File: config.mk
export PLATFORM = sky130hd
export DESIGN_NAME = imm_ram
export DESIGN_NICKNAME = d
export VERILOG_FILES = /design/src/design/imm_ram.sv
export SDC_FILE = /design/constraint.sdc
export NUM_CORES = 2
export LEC_CHECK = 0
export BUFFER_PORTS_ARGS = -buffer_cell sky130_fd_sc_hd__buf_4
export CAP_MARGIN = 10
export CORE_AREA = 5 5 547 495
export CTS_CLUSTER_DIAMETER = 80
export DETAILED_ROUTE_END_ITERATION = 16
export DIE_AREA = 0 0 552 500
export PLACE_DENSITY = 0.55
export SLEW_MARGIN = 20
export SYNTH_ARGS = -nofsm -noshare
export SYNTH_HDL_FRONTEND = slang
export SYNTH_SLANG_ARGS = --single-unit
File: constraint.sdc
create_clock -name clock -period 6.5 [get_ports clock]
set_input_delay 0.65 -clock clock [delete_from_list [all_inputs] [get_ports clock]]
set_output_delay 0.65 -clock clock [all_outputs]
set_load 0.005 [all_outputs]
File: src/design/imm_ram.sv
// ----------------------------------------------------------------------------
// imm_ram: generic single-port-write, single-port-read RAM
// One write and one registered read per cycle; the read register holds
// while the read enable is low.
// ----------------------------------------------------------------------------
module imm_ram #(
   parameter int WIDTH = 32,
   parameter int DEPTH = 64
) (
   input  logic                     clock,
   input  logic                     wr_en,
   input  logic [$clog2(DEPTH)-1:0] wr_addr,
   input  logic [WIDTH-1:0]         wr_data,
   input  logic                     rd_en,
   input  logic [$clog2(DEPTH)-1:0] rd_addr,
   output logic [WIDTH-1:0]         rd_data
);

   logic [WIDTH-1:0] mem_ff [DEPTH];
   logic [WIDTH-1:0] rd_data_ff;

   always_ff @(posedge clock) begin
      if (wr_en) begin
         mem_ff[wr_addr] <= wr_data;
      end
      if (rd_en) begin
         rd_data_ff <= mem_ff[rd_addr];
      end
   end

   assign rd_data = rd_data_ff;

endmodule

==> run_results.csv <==
group,metric,value,unit
outcome,outcome,"complete, no violations",
clock_tree,clk_pin_slew,60,ps
sta,period_minus_slack,3680,ps
power,p_seq_share,54.3,%
hold_path,hp-class,"in2reg",
sta,fmax,272,MHz
sta,drv_slew,0,
cells_and_area,fin_util,34.3,%
power,share_comb_of_total_power,4.9,%
critical_path,path_common_cell,"mux4_2",
clock_tree,holdBufCountCts,0,
cells_and_area,area_growth,14.8,%
yosys,synth_flop_cell,"edfxtp_1",
critical_path,path_class,"in2reg",
global_route,grt_use_total,15.2,%
place,hpwlAfterDp,116000,um
yosys,syn-instance-count,3324,
yosys,synth_edf_count,2080,
global_route,first_global_vias,37200,
floorplan,ios,79,
critical_path,path_cells,"buf_8 -> buf_4 -> mux4_2 -> mux4_2 -> o22ai_1 -> nor2_1",
hold_path,hold_depth,1,
yosys,yosys_register_bits,2080,
clock_tree,insertion_delay,810,ps
clock_tree,cts_tree,"yes",
power,ir_drop,0.238,mV
sta,slew_headroom,26.5,%
power,powerDensity,304,nW/um2
hold_path,min_to,"mem_ff[8][22]",
power,internal_power,21.7,mW
critical_path,r2r_start,"mem_ff[3][18]",
drt,drt-pass1-iter-count,5,
cells_and_area,fin_area,90500,um2
global_route,grt_max_degree,137,
global_route,grt-ovfl-total,0,
cells_and_area,final_nets,3569,
floorplan,die_h,500,um
global_route,antenna_found_initial,13,
sta,tns,0,ps
drt,drt_iter0_markers,4452,
job,cap_violations,0,
critical_path,path_max_fanout,62,
sta,finalSetupViolCount,0,
place,port_buffers,78,
global_route,grt_pass1_wl,298000,um
sta,hold_violations,0,
drt,drc_errors,0,
sta,period_share,56.6,%
clock_tree,htreeDepth,4,
critical_path,rrSetupSlack,3870,ps
yosys,avgSynthCellArea,23.7,um2
place,dpl_cell_area,84300,um2
yosys,syn_area,78800,um2
sta,finClkSkew,30.4,ps
floorplan,start_util,29.9,%
power,p_sw,5.85,mW
drt,avgViaCountPerCell,5.11,
drt,routedWlPerCell,29.7,um
power,power,27.5,mW
drt,vias,36900,
critical_path,slowest_delay,810,ps
cells_and_area,drive_above_1_share,28.9,%
sta,tightest_slew,1100,ps
critical_path,crit_slowest_cell,"o22ai_1",
critical_path,cp-start-kind,"primary input",
clock_tree,clock-sinks,2080,
clock_tree,postCtsSetupRepairBufs,0,
floorplan,chipWidth,552,um
yosys,ys_warn_count,0,
floorplan,rows,179,
floorplan,dieArea,276000,um2
yosys,synth_fp_nets,3371,
critical_path,cp.arrival,4200,ps
clock_tree,clockBufferDepth,3,
critical_path,cp.required,7030,ps
yosys,ys_types,33,
power,leakage,27.4,nW
sta,rsz0062_at_grt,"no",
yosys,synth-seq-area-share,79.2,%
clock_tree,numCtsBuffers,199,
critical_path,end_kind,"flip-flop",
drt,ant_nets,0,
place,place.gp.congestion,0.754,
clock_tree,cts_root_buf,"clkbuf_16",
critical_path,reg2reg_to,"rd_data[18]",
power,switching_share,21.3,%
power,pwr-share-clk,40.8,%
yosys,synthArstFlopShare,0,%
critical_path,reg2reg_depth,4,
drt,wirelength,214000,um
clock_tree,post_cts_resized,0,
floorplan,core_region_area,264000,um2
hold_path,hp-start,"wr_data[22]",
[flip-flops by register name (all words and copies together) (netlist names)]
| register | flops |
|---|---|
| mem_ff | 2048 |
| rd_data | 32 |
[area by class of cell]
type / instances / area [um2]
Sequential cell: 2080 / 62500
Multi-Input combinational cell: 1062 / 16000
Clock inverter: 114 / 907
Antenna cell: 7 / 17.5
Fill cell: 24500 / 173000
Clock buffer: 244 / 5300
Tap cell: 3529 / 4420
Timing Repair Buffer: 179 / 1460
[critical path, delay by kind of cell]
kind,cells,cell delay (ps)
simple gates,1,110
compound gates,1,810
buf+inv,2,1310
mux,2,1080
[cells in the final DEF, fill, tap and decap left out, types with 5 or more instances in the layout]
master / n
buf_4: 168
mux4_2: 544
buf_12: 7
clkinv_1: 55
nand2_1: 25
nand3_1: 5
nor2b_1: 14
o22ai_1: 84
nor2_4: 62
mux2i_1: 93
clkbuf_16: 206
nand3b_1: 5
diode_2: 7
a22oi_1: 12
nor2_1: 75
nor3_1: 5
inv_6: 8
clkbuf_1: 38
edfxtp_1: 2080
o221ai_1: 27
clkinv_2: 28
clkinvlp_4: 7
a21oi_1: 62
a311oi_1: 7
nand2b_1: 5
bufinv_16: 13
[worst max-delay path by stage]
| stage | from | end | slack [ps] | cells after the start |
|---|---|---|---|---|
| 4_1_cts | rd_addr[0] | rd_data[18] | 2890 | 6 |
| 5_1_grt | rd_addr[0] | rd_data[18] | 2760 | 6 |
| 3_5_place_dp | rd_addr[0] | rd_data[18] | 2000 | 6 |
| 6_report | rd_addr[0] | rd_data[18] | 2820 | 6 |
| 3_3_place_gp | rd_addr[0] | rd_data[18] | 1990 | 6 |
| 2_1_floorplan | wr_addr[3] | mem_ff[48][0] | 2690 | 4 |
[cell families (layout without fill, tap and decap cells)]
kind of cell,after synthesis,after routing,share of synthesized area (%)
and+or+nand+nor,223,223,1.26
buffers and inverters,182,537,1.12
DFF,2080,2080,79.2
other,0,7,0
muxes,637,637,16.7
AOI/OAI and AO/OA,202,202,1.67
[power groups by stage]
stage	registers [mW]	clock network (mW)	logic, mW
2_1_floorplan	15.2	0	0.723
3_3_place_gp	15.2	0	1.35
6_report	14.9	11.2	1.35
3_5_place_dp	15.2	0	1.37
5_1_grt	14.9	12.0	1.43
4_1_cts	14.9	11.4	1.37
[per-layer routing]
layer	GRT usage, %	share of wire [%]
met1	21.7	43
met2	23.9	47
met3	3.59	8.2
met4	2.82	1.5
met5	0	0.0061
[synthesized netlist by cell type (21+ instances only)]
| cell | number | share of area [%] |
|---|---|---|
| buf_1 | 21 | 0.10 |
| o221ai_1 | 27 | 0.30 |
| mux4_2 | 544 | 16 |
| a21oi_1 | 62 | 0.39 |
| clkbuf_1 | 74 | 0.35 |
| buf_2 | 57 | 0.36 |
| edfxtp_1 | 2080 | 79 |
| nor2_1 | 137 | 0.65 |
| nand2_1 | 26 | 0.12 |
| mux2i_1 | 93 | 1.2 |
| o22ai_1 | 84 | 0.67 |
| buf_4 | 25 | 0.24 |
[through the flow]
stage          hold WS, ps  setup slack, ps  std cells
2_1_floorplan          749             2690       3324
4_1_cts                330             2890       7208
5_1_grt                360             2760       7210
6_report               380             2820       7215
3_3_place_gp           849             1990       6850
3_5_place_dp           860             2000       6850
Note: power is estimated with default switching activity, not from simulation.
