### src/design/imm_pkg.sv
// ----------------------------------------------------------------------------
// imm_pkg: shared types and constants of the integer matrix multiplier
// Holds the request and response beat layouts, the command and register
// codes and the tag that follows one multiply-accumulate through the unit.
// ----------------------------------------------------------------------------
package imm_pkg;

   localparam int MAX_DIM_DEFAULT = 8;
   localparam int DATA_W          = 32;
   localparam int IDX_W           = 3;
   localparam int DIM_W           = 4;
   localparam int CSR_INDEX_W     = 2;

   // commands
   localparam logic [1:0] CMD_WRITE_A = 2'd0;
   localparam logic [1:0] CMD_WRITE_B = 2'd1;
   localparam logic [1:0] CMD_COMPUTE = 2'd2;

   // configuration register indexes
   localparam logic [CSR_INDEX_W-1:0] CSR_ROWS_A = 2'd0;
   localparam logic [CSR_INDEX_W-1:0] CSR_COLS_A = 2'd1;
   localparam logic [CSR_INDEX_W-1:0] CSR_ROWS_B = 2'd2;
   localparam logic [CSR_INDEX_W-1:0] CSR_COLS_B = 2'd3;

   typedef struct packed {
      logic [1:0]              cmd;
      logic [IDX_W-1:0]        row;
      logic [IDX_W-1:0]        col;
      logic signed [DATA_W-1:0] value;
   } req_type;

   typedef struct packed {
      logic [IDX_W-1:0]        out_row;
      logic [IDX_W-1:0]        out_col;
      logic signed [DATA_W-1:0] product;
      logic                    mismatch;
      logic                    last;
   } rsp_type;

   // control that travels alongside one operand pair
   typedef struct packed {
      logic             valid;
      logic             first;     // first term of a dot product
      logic             last_k;    // last term of a dot product
      logic             last_elem; // last element of the result matrix
      logic [IDX_W-1:0] row;
      logic [IDX_W-1:0] col;
   } mac_tag_type;

endpackage

### src/design/imm_mac.sv
// ----------------------------------------------------------------------------
// imm_mac: shared multiply-accumulate unit
// Registers the 32-bit wrapped product of one operand pair, then folds it
// into the running dot product; the tag says where a dot product starts/ends.
// ----------------------------------------------------------------------------
module imm_mac (
   input  logic                        clock,
   input  logic                        reset,
   input  logic                        advance,
   input  logic                        zero_terms,
   input  imm_pkg::mac_tag_type        in_tag,
   input  logic [imm_pkg::DATA_W-1:0]  op_a,
   input  logic [imm_pkg::DATA_W-1:0]  op_b,
   output imm_pkg::mac_tag_type        out_tag,
   output logic [imm_pkg::DATA_W-1:0]  out_sum
);

   imm_pkg::mac_tag_type             tag_ff;
   logic [imm_pkg::DATA_W-1:0]       prod_ff;
   logic [imm_pkg::DATA_W-1:0]       prod_in;
   logic [imm_pkg::DATA_W-1:0]       acc_ff;
   logic [imm_pkg::DATA_W-1:0]       sum_in;

   // only the low word survives the wrap
   assign prod_in = zero_terms ? '0 : imm_pkg::DATA_W'(op_a * op_b);
   assign sum_in  = (tag_ff.first ? '0 : acc_ff) + prod_ff;

   always_ff @(posedge clock) begin
      if (reset) begin
         tag_ff <= '0;
      end else if (advance) begin
         tag_ff <= in_tag;
      end
   end

   always_ff @(posedge clock) begin
      if (advance) begin
         prod_ff <= prod_in;
         if (tag_ff.valid) begin
            acc_ff <= sum_in;
         end
      end
   end

   assign out_tag = tag_ff;
   assign out_sum = sum_in;

endmodule

### config.mk
export PLATFORM = sky130hd
export DESIGN_NAME = imm_mac
export DESIGN_NICKNAME = d
export VERILOG_FILES = /design/src/design/imm_pkg.sv /design/src/design/imm_mac.sv
export SDC_FILE = /design/constraint.sdc
export NUM_CORES = 1
export LEC_CHECK = 0
export ABC_AREA = 1
export ABC_CLOCK_PERIOD_IN_PS = 25400
export CELL_PAD_IN_SITES_DETAIL_PLACEMENT = 1
export CELL_PAD_IN_SITES_GLOBAL_PLACEMENT = 1
export CORE_AREA = 2 2 201 203
export DETAILED_ROUTE_END_ITERATION = 7
export DIE_AREA = 0 0 203 205
export DONT_BUFFER_PORTS = 1
export PLACE_DENSITY_LB_ADDON = 0.2
export SYNTH_ARGS = -nofsm -noshare
export SYNTH_HDL_FRONTEND = slang
export SYNTH_SLANG_ARGS = --single-unit
export TNS_END_PERCENT = 30
### constraint.sdc
create_clock -name clock -period 25.4 [get_ports clock]
set_clock_uncertainty 0.1 [all_clocks]
set_input_delay 5.08 -clock clock [delete_from_list [all_inputs] [get_ports clock]]
set_output_delay 5.08 -clock clock [all_outputs]
set_load 0.05 [all_outputs]
==> results of run 1 <==
critical path, stage by stage:
cell	delay, ps
nand2_1	60
inv_1	60
fa_1	570
fa_1	460
fa_1	520
inv_1	60
fa_1	510
inv_1	70
fa_1	500
inv_1	60
fa_1	530
inv_1	50
fa_1	410
fa_1	480
ha_1	350
a21oi_1	270
o21ai_0	150
a21oi_1	390
nand3_1	320
a21o_1	270
nand3_1	70
nand2_1	70
nor2_1	110
nor2_1	60
logic make-up after synthesis:
| kind of cell | Yosys count | share of synthesized area |
|---|---|---|
| flops | 74 | 0.101 |
| compound gates | 197 | 0.0525 |
| xor+xnor | 42 | 0.0179 |
| buf+inv | 917 | 0.167 |
| fa+ha+maj | 563 | 0.482 |
| simple gates | 963 | 0.180 |
state kept, by name, indices dropped and copies added (netlist names):
name / flops
acc_ff: 32
prod_ff: 32
out_tag: 10
metrics by stage:
stage	instance area [sq um]	cells	util	setup WS [ps]	hold slack [ps]
floorplan	21000	2756	-	13920	586
global placement	21200	3175	0.539	13790	595
detailed placement	21200	3175	0.539	13610	603
CTS	21500	3191	0.547	14000	612
global route	21500	3191	0.547	13680	639
finish	21500	3191	0.547	13930	606
synth_stat cells (4+ instances only):
cell type,n
nor3_1,12
o21bai_1,8
buf_1,13
nand4_1,6
a21oi_1,101
nand2_1,779
nand3b_1,10
o21a_1,7
a21oi_2,4
nor4_1,4
nand3_1,53
clkbuf_1,74
buf_4,6
dfxtp_1,10
inv_1,800
xor2_1,28
nor2_1,91
ha_1,154
fa_1,409
buf_2,17
o21ai_0,51
edfxtp_1,64
a21o_1,9
nand2_2,5
xnor2_1,13
worst max-delay path by stage:
stage / from / to / slack, ps / cells after the start
after floorplan: op_b[8] / prod_ff[29] / 13920 / 24
after global placement: op_a[16] / prod_ff[26] / 13790 / 24
after detailed placement: op_b[5] / prod_ff[26] / 13610 / 24
after CTS: op_a[16] / prod_ff[26] / 14000 / 24
after global routing: op_b[2] / prod_ff[26] / 13680 / 24
final: op_b[5] / prod_ff[26] / 13930 / 24
area by class of cell:
type                    instances  area share
clock buffers                  10      0.0106
clock inverters                 6     0.00314
inverters                     803       0.140
multi-input cells            1765       0.714
flip-flops and latches         74      0.0986
well taps                     525      0.0305
repair buffers                  8     0.00279
routing by layer:
metal | up-vias | wire (um) | GRT usage
li1 | 7724 | - | -
met1 | 8458 | 24100 | 0.360
met2 | 374 | 32000 | 0.577
met3 | 126 | 2320 | 0.0312
met4 | 0 | 2840 | 0.136
met5 | - | 0 | 0
==> flow_metrics.py, run 1 <==
metrics = {
    "outcome": {
        "status": "complete, no violations",
    },
    "cts": {
        "path_clk_slew_ps": 60,
        "post_cts_buffers": 0,
        "cts_tree": "done",
        "numCtsBuffers": 9,
        "clkSinkCount": 74,
        "h-tree-depth": 3,
        "cts_buffer_depth": 2,
        "clkLatencyLatePin_ps": 350,
        "cts_root_buf": "clkbuf_16",
        "cts_resized": 0,
        "hold_buffers": 0,
    },
    "die": {
        "top_level_ports": 120,
        "rows": 73,
        "fp.dieW_um": 203,
        "start_util": 0.533,
        "core_sq_um": 39400,
        "die_h_um": 205,
        "die_area_sq_um": 41600,
    },
    "grt": {
        "first_global_vias": 19251,
        "gr-total-overflow": 0,
        "grt_max_degree": 44,
        "grt_antenna_before_repair": 0,
        "grt_pass1_wl_um": 99700,
        "grt_usage": 0.310,
    },
    "route": {
        "antenna_left": 0,
        "vias_per_cell": 5.23,
        "vias": 16682,
        "firstDrtPassIters": 5,
        "drt_iter0_drc": 837,
        "drt-wirelength-per-cell_um": 19.2,
        "remaining_drc_errors": 0,
        "drt_wl_total_um": 61300,
    },
    "logic_synthesis": {
        "synthTopCellsByArea": "fa_1, inv_1, nand2_1",
        "synth-seq-cells": 74,
        "seq_area_frac_synth": 0.101,
        "syn_avg_cell_area_sq_um": 7.62,
        "synth_cell_types": 39,
        "synth_edf_count": 64,
        "ys_warn_count": 0,
        "synth_fp_nets": 3397,
        "synth_cells": 2756,
        "synth_top_area_frac": 0.390,
        "synthArstFlopShare": 0,
        "synth_ff_type": "edfxtp_1",
        "netlist_area_sq_um": 21000,
        "yosys.area.top_type": "fa_1",
    },
    "finish": {
        "drive_gt1_frac": 0.0143,
        "multi_input_area_sq_um": 15400,
        "synthToLayoutAreaGrowth_pct": 2.53,
        "fillers": 4966,
        "final_nets": 3302,
        "seq_area_sq_um": 2120,
        "layout_common_cells": "inv_1, nand2_1, fa_1, ha_1, a21oi_1",
        "layout_commonest_cell": "inv_1",
        "diodes": 0,
    },
    "timing": {
        "slew_headroom": 0.196,
        "finalCriticalPeriod_ps": 11470,
        "setup-violations-final": 0,
        "post-route-period-util": 0.452,
        "slew_viol_final": 0,
        "fin_tns_setup_ps": 0,
        "finalHoldViolations": 0,
        "fmax_mhz": 87.2,
        "rsz0062_at_grt": "false",
        "tightest_slew_ps": 1200,
    },
    "setup_path": {
        "timing.rr.start": "out_tag[8]",
        "crit_arrival_ps": 11480,
        "start_kind": "input port",
        "r2r_end": "acc_ff[29]",
        "r2r_slack_ps": 21280,
        "crit_type": "in2reg",
        "r2r_cells": 14,
        "path_max_fanout": 27,
        "crit_required_ps": 25410,
        "worstSetupEndpointType": "flop",
    },
    "min_path": {
        "min_path_type": "reg2reg",
        "min-delay-start": "out_tag[5]",
        "hold_end": "out_tag[5]",
        "whs_path_depth": 2,
    },
    "placement": {
        "portBuffers": 0,
        "place_hpwl_um": 52800,
        "gp_congestion": 0.916,
    },
    "job": {
        "cap_viol_max_count": 0,
    },
}
Power of run 1 is not shown: default switching activity piles up to over one toggle a cycle in this logic, so the estimate is an artifact.
==> run 2: changes to the inputs <==
--- a/config.mk
+++ b/config.mk
@@ -6,12 +6,12 @@
 export NUM_CORES = 1
 export LEC_CHECK = 0
 export ABC_AREA = 1
-export ABC_CLOCK_PERIOD_IN_PS = 25400
+export ABC_CLOCK_PERIOD_IN_PS = 9900
 export CELL_PAD_IN_SITES_DETAIL_PLACEMENT = 1
 export CELL_PAD_IN_SITES_GLOBAL_PLACEMENT = 1
-export CORE_AREA = 2 2 201 203
+export CORE_AREA = 2 2 217 219
 export DETAILED_ROUTE_END_ITERATION = 7
-export DIE_AREA = 0 0 203 205
+export DIE_AREA = 0 0 219 221
 export DONT_BUFFER_PORTS = 1
 export PLACE_DENSITY_LB_ADDON = 0.2
 export SYNTH_ARGS = -nofsm -noshare
==> constraint.sdc (replaced) <==
create_clock -name clock -period 9.9 [get_ports clock]
set_clock_uncertainty 0.1 [all_clocks]
set_input_delay 1.98 -clock clock [delete_from_list [all_inputs] [get_ports clock]]
set_output_delay 1.98 -clock clock [all_outputs]
set_load 0.05 [all_outputs]
==> flow_metrics.py, run 2 (synthesis results as in run 1) <==
metrics = {
    "cts": {
        "cts_root_buf": "clkbuf_16",
        "h-tree-depth": 3,
        "path_clk_slew_ps": 60,
        "cts_buffer_depth": 2,
        "clkSinkCount": 74,
        "hold_buffers": 0,
        "numCtsBuffers": 9,
        "clkLatencyLatePin_ps": 350,
        "cts_tree": "done",
        "cts_resized": 0,
        "post_cts_buffers": 0,
    },
    "min_path": {
        "min_path_type": "reg2reg",
        "min-delay-start": "out_tag[6]",
    },
    "setup_path": {
        "worstSetupEndpointType": "flop",
        "critPathTopFamily": "adder cells",
        "crit_type": "in2reg",
        "path_max_fanout": 30,
        "start_kind": "input port",
        "critPathMaxStageDelay_ps": 560,
        "cp_num_buf_inv": 5,
        "timing.rr.start": "out_tag[8]",
        "crit_required_ps": 9900,
        "crit_top_cell": "fa_1",
        "worst_path_max_delay_cell": "fa_1",
        "setup.worst_path.start": "op_b[2]",
        "crit_arrival_ps": 8250,
        "cp_cell_sequence": "nand2_1 > inv_1 > fa_1 > inv_1 > fa_1 > fa_1 > fa_1 > inv_1 > fa_1 > inv_1 > fa_1 > inv_1 > fa_1 > fa_1 > ha_1 > a21oi_1 > o21ai_0 > a21oi_1 > nand3_1 > a21o_1 > nand3_1 > nand2_1 > nor2_1 > nor2_1",
    },
    "timing": {
        "post-route-period-util": 0.834,
        "setup-violations-final": 0,
        "finalCriticalPeriod_ps": 8260,
        "tightest_slew_ps": 1240,
        "slew_headroom": 0.167,
        "finalHoldViolations": 0,
        "rsz0062_at_grt": "false",
        "fin_tns_setup_ps": 0,
        "slew_viol_final": 0,
        "fmax_mhz": 121,
    },
    "outcome": {
        "status": "complete, no violations",
    },
    "placement": {
        "gp_congestion": 0.899,
        "portBuffers": 0,
        "place_hpwl_um": 52300,
        "dp.cells": 3257,
        "post_dp_cell_area_sq_um": 21300,
    },
    "finish": {
        "layout_common_cells": "inv_1, nand2_1, fa_1, ha_1, a21oi_1",
        "drive_gt1_frac": 0.0135,
        "fin_cells": 3273,
        "diodes": 0,
        "final_nets": 3302,
        "design_area_sq_um": 21600,
        "layout_commonest_cell": "inv_1",
        "fillers": 5741,
        "synthToLayoutAreaGrowth_pct": 2.97,
    },
    "die": {
        "fp.dieW_um": 219,
        "rows": 79,
        "top_level_ports": 120,
        "core_sq_um": 46100,
        "start_util": 0.456,
        "die_area_sq_um": 48400,
        "die_h_um": 221,
    },
    "grt": {
        "grt_pass1_wl_um": 99900,
        "first_global_vias": 18829,
        "grt_max_degree": 44,
        "grt_antenna_before_repair": 0,
        "grt_usage": 0.263,
        "gr-total-overflow": 0,
    },
    "route": {
        "firstDrtPassIters": 5,
        "drt_iter0_drc": 674,
        "drt-wirelength-per-cell_um": 18.6,
        "drt_wl_total_um": 60900,
        "remaining_drc_errors": 0,
        "antenna_left": 0,
        "vias_per_cell": 5.02,
        "vias": 16436,
    },
    "job": {
        "cap_viol_max_count": 0,
    },
}
[run 2: routing by layer]
layer | wire (um) | GRT usage | vias up
li1 | - | - | 7722
met1 | 25800 | 0.327 | 8400
met2 | 32000 | 0.489 | 255
met3 | 1690 | 0.0191 | 59
met4 | 1520 | 0.0724 | 0
met5 | 0 | 0 | -
[run 2: path summary, 6_finish.rpt]
check / end / slack, ps / cells past startpoint
setup / recovery: prod_ff[26] / 1640 / 24
hold / removal: out_tag[6] / 610 / 2
setup reg to reg: acc_ff[19] / 5720 / 13
hold reg to reg: out_tag[6] / 610 / 2
[run 2: area by class of cell]
class / instances / area, sq um / area share
inverters: 803 / 3010 / 0.139
clock inverters: 6 / 57.6 / 0.00266
well taps: 607 / 759 / 0.0351
flip-flops and latches: 74 / 2120 / 0.0982
clock buffers: 10 / 229 / 0.0106
repair buffers: 8 / 60.1 / 0.00278
multi-input cells: 1765 / 15400 / 0.711
[run 2: worst register-to-register path, cell delays in order, from the launching register on]
cell     delay, ps
dfxtp_1        300
buf_4          420
inv_1          350
nand2_1        190
inv_1           60
ha_1           270
nand3_1         60
nand2_1        160
a21oi_2        120
o21ai_1        270
a21oi_2        130
o21ai_1        290
a21oi_1        150
xnor2_1        940
[run 2: per-stage QoR]
step | worst slack (ps) | util | hold WS [ps]
2_1_floorplan | 1520 | - | 586
3_3_place_gp | 1330 | 0.463 | 596
3_5_place_dp | 1310 | 0.463 | 612
4_1_cts | 1690 | 0.469 | 621
5_1_grt | 1440 | 0.469 | 632
6_report | 1640 | 0.469 | 615
Power of run 2 is left out for the same reason.
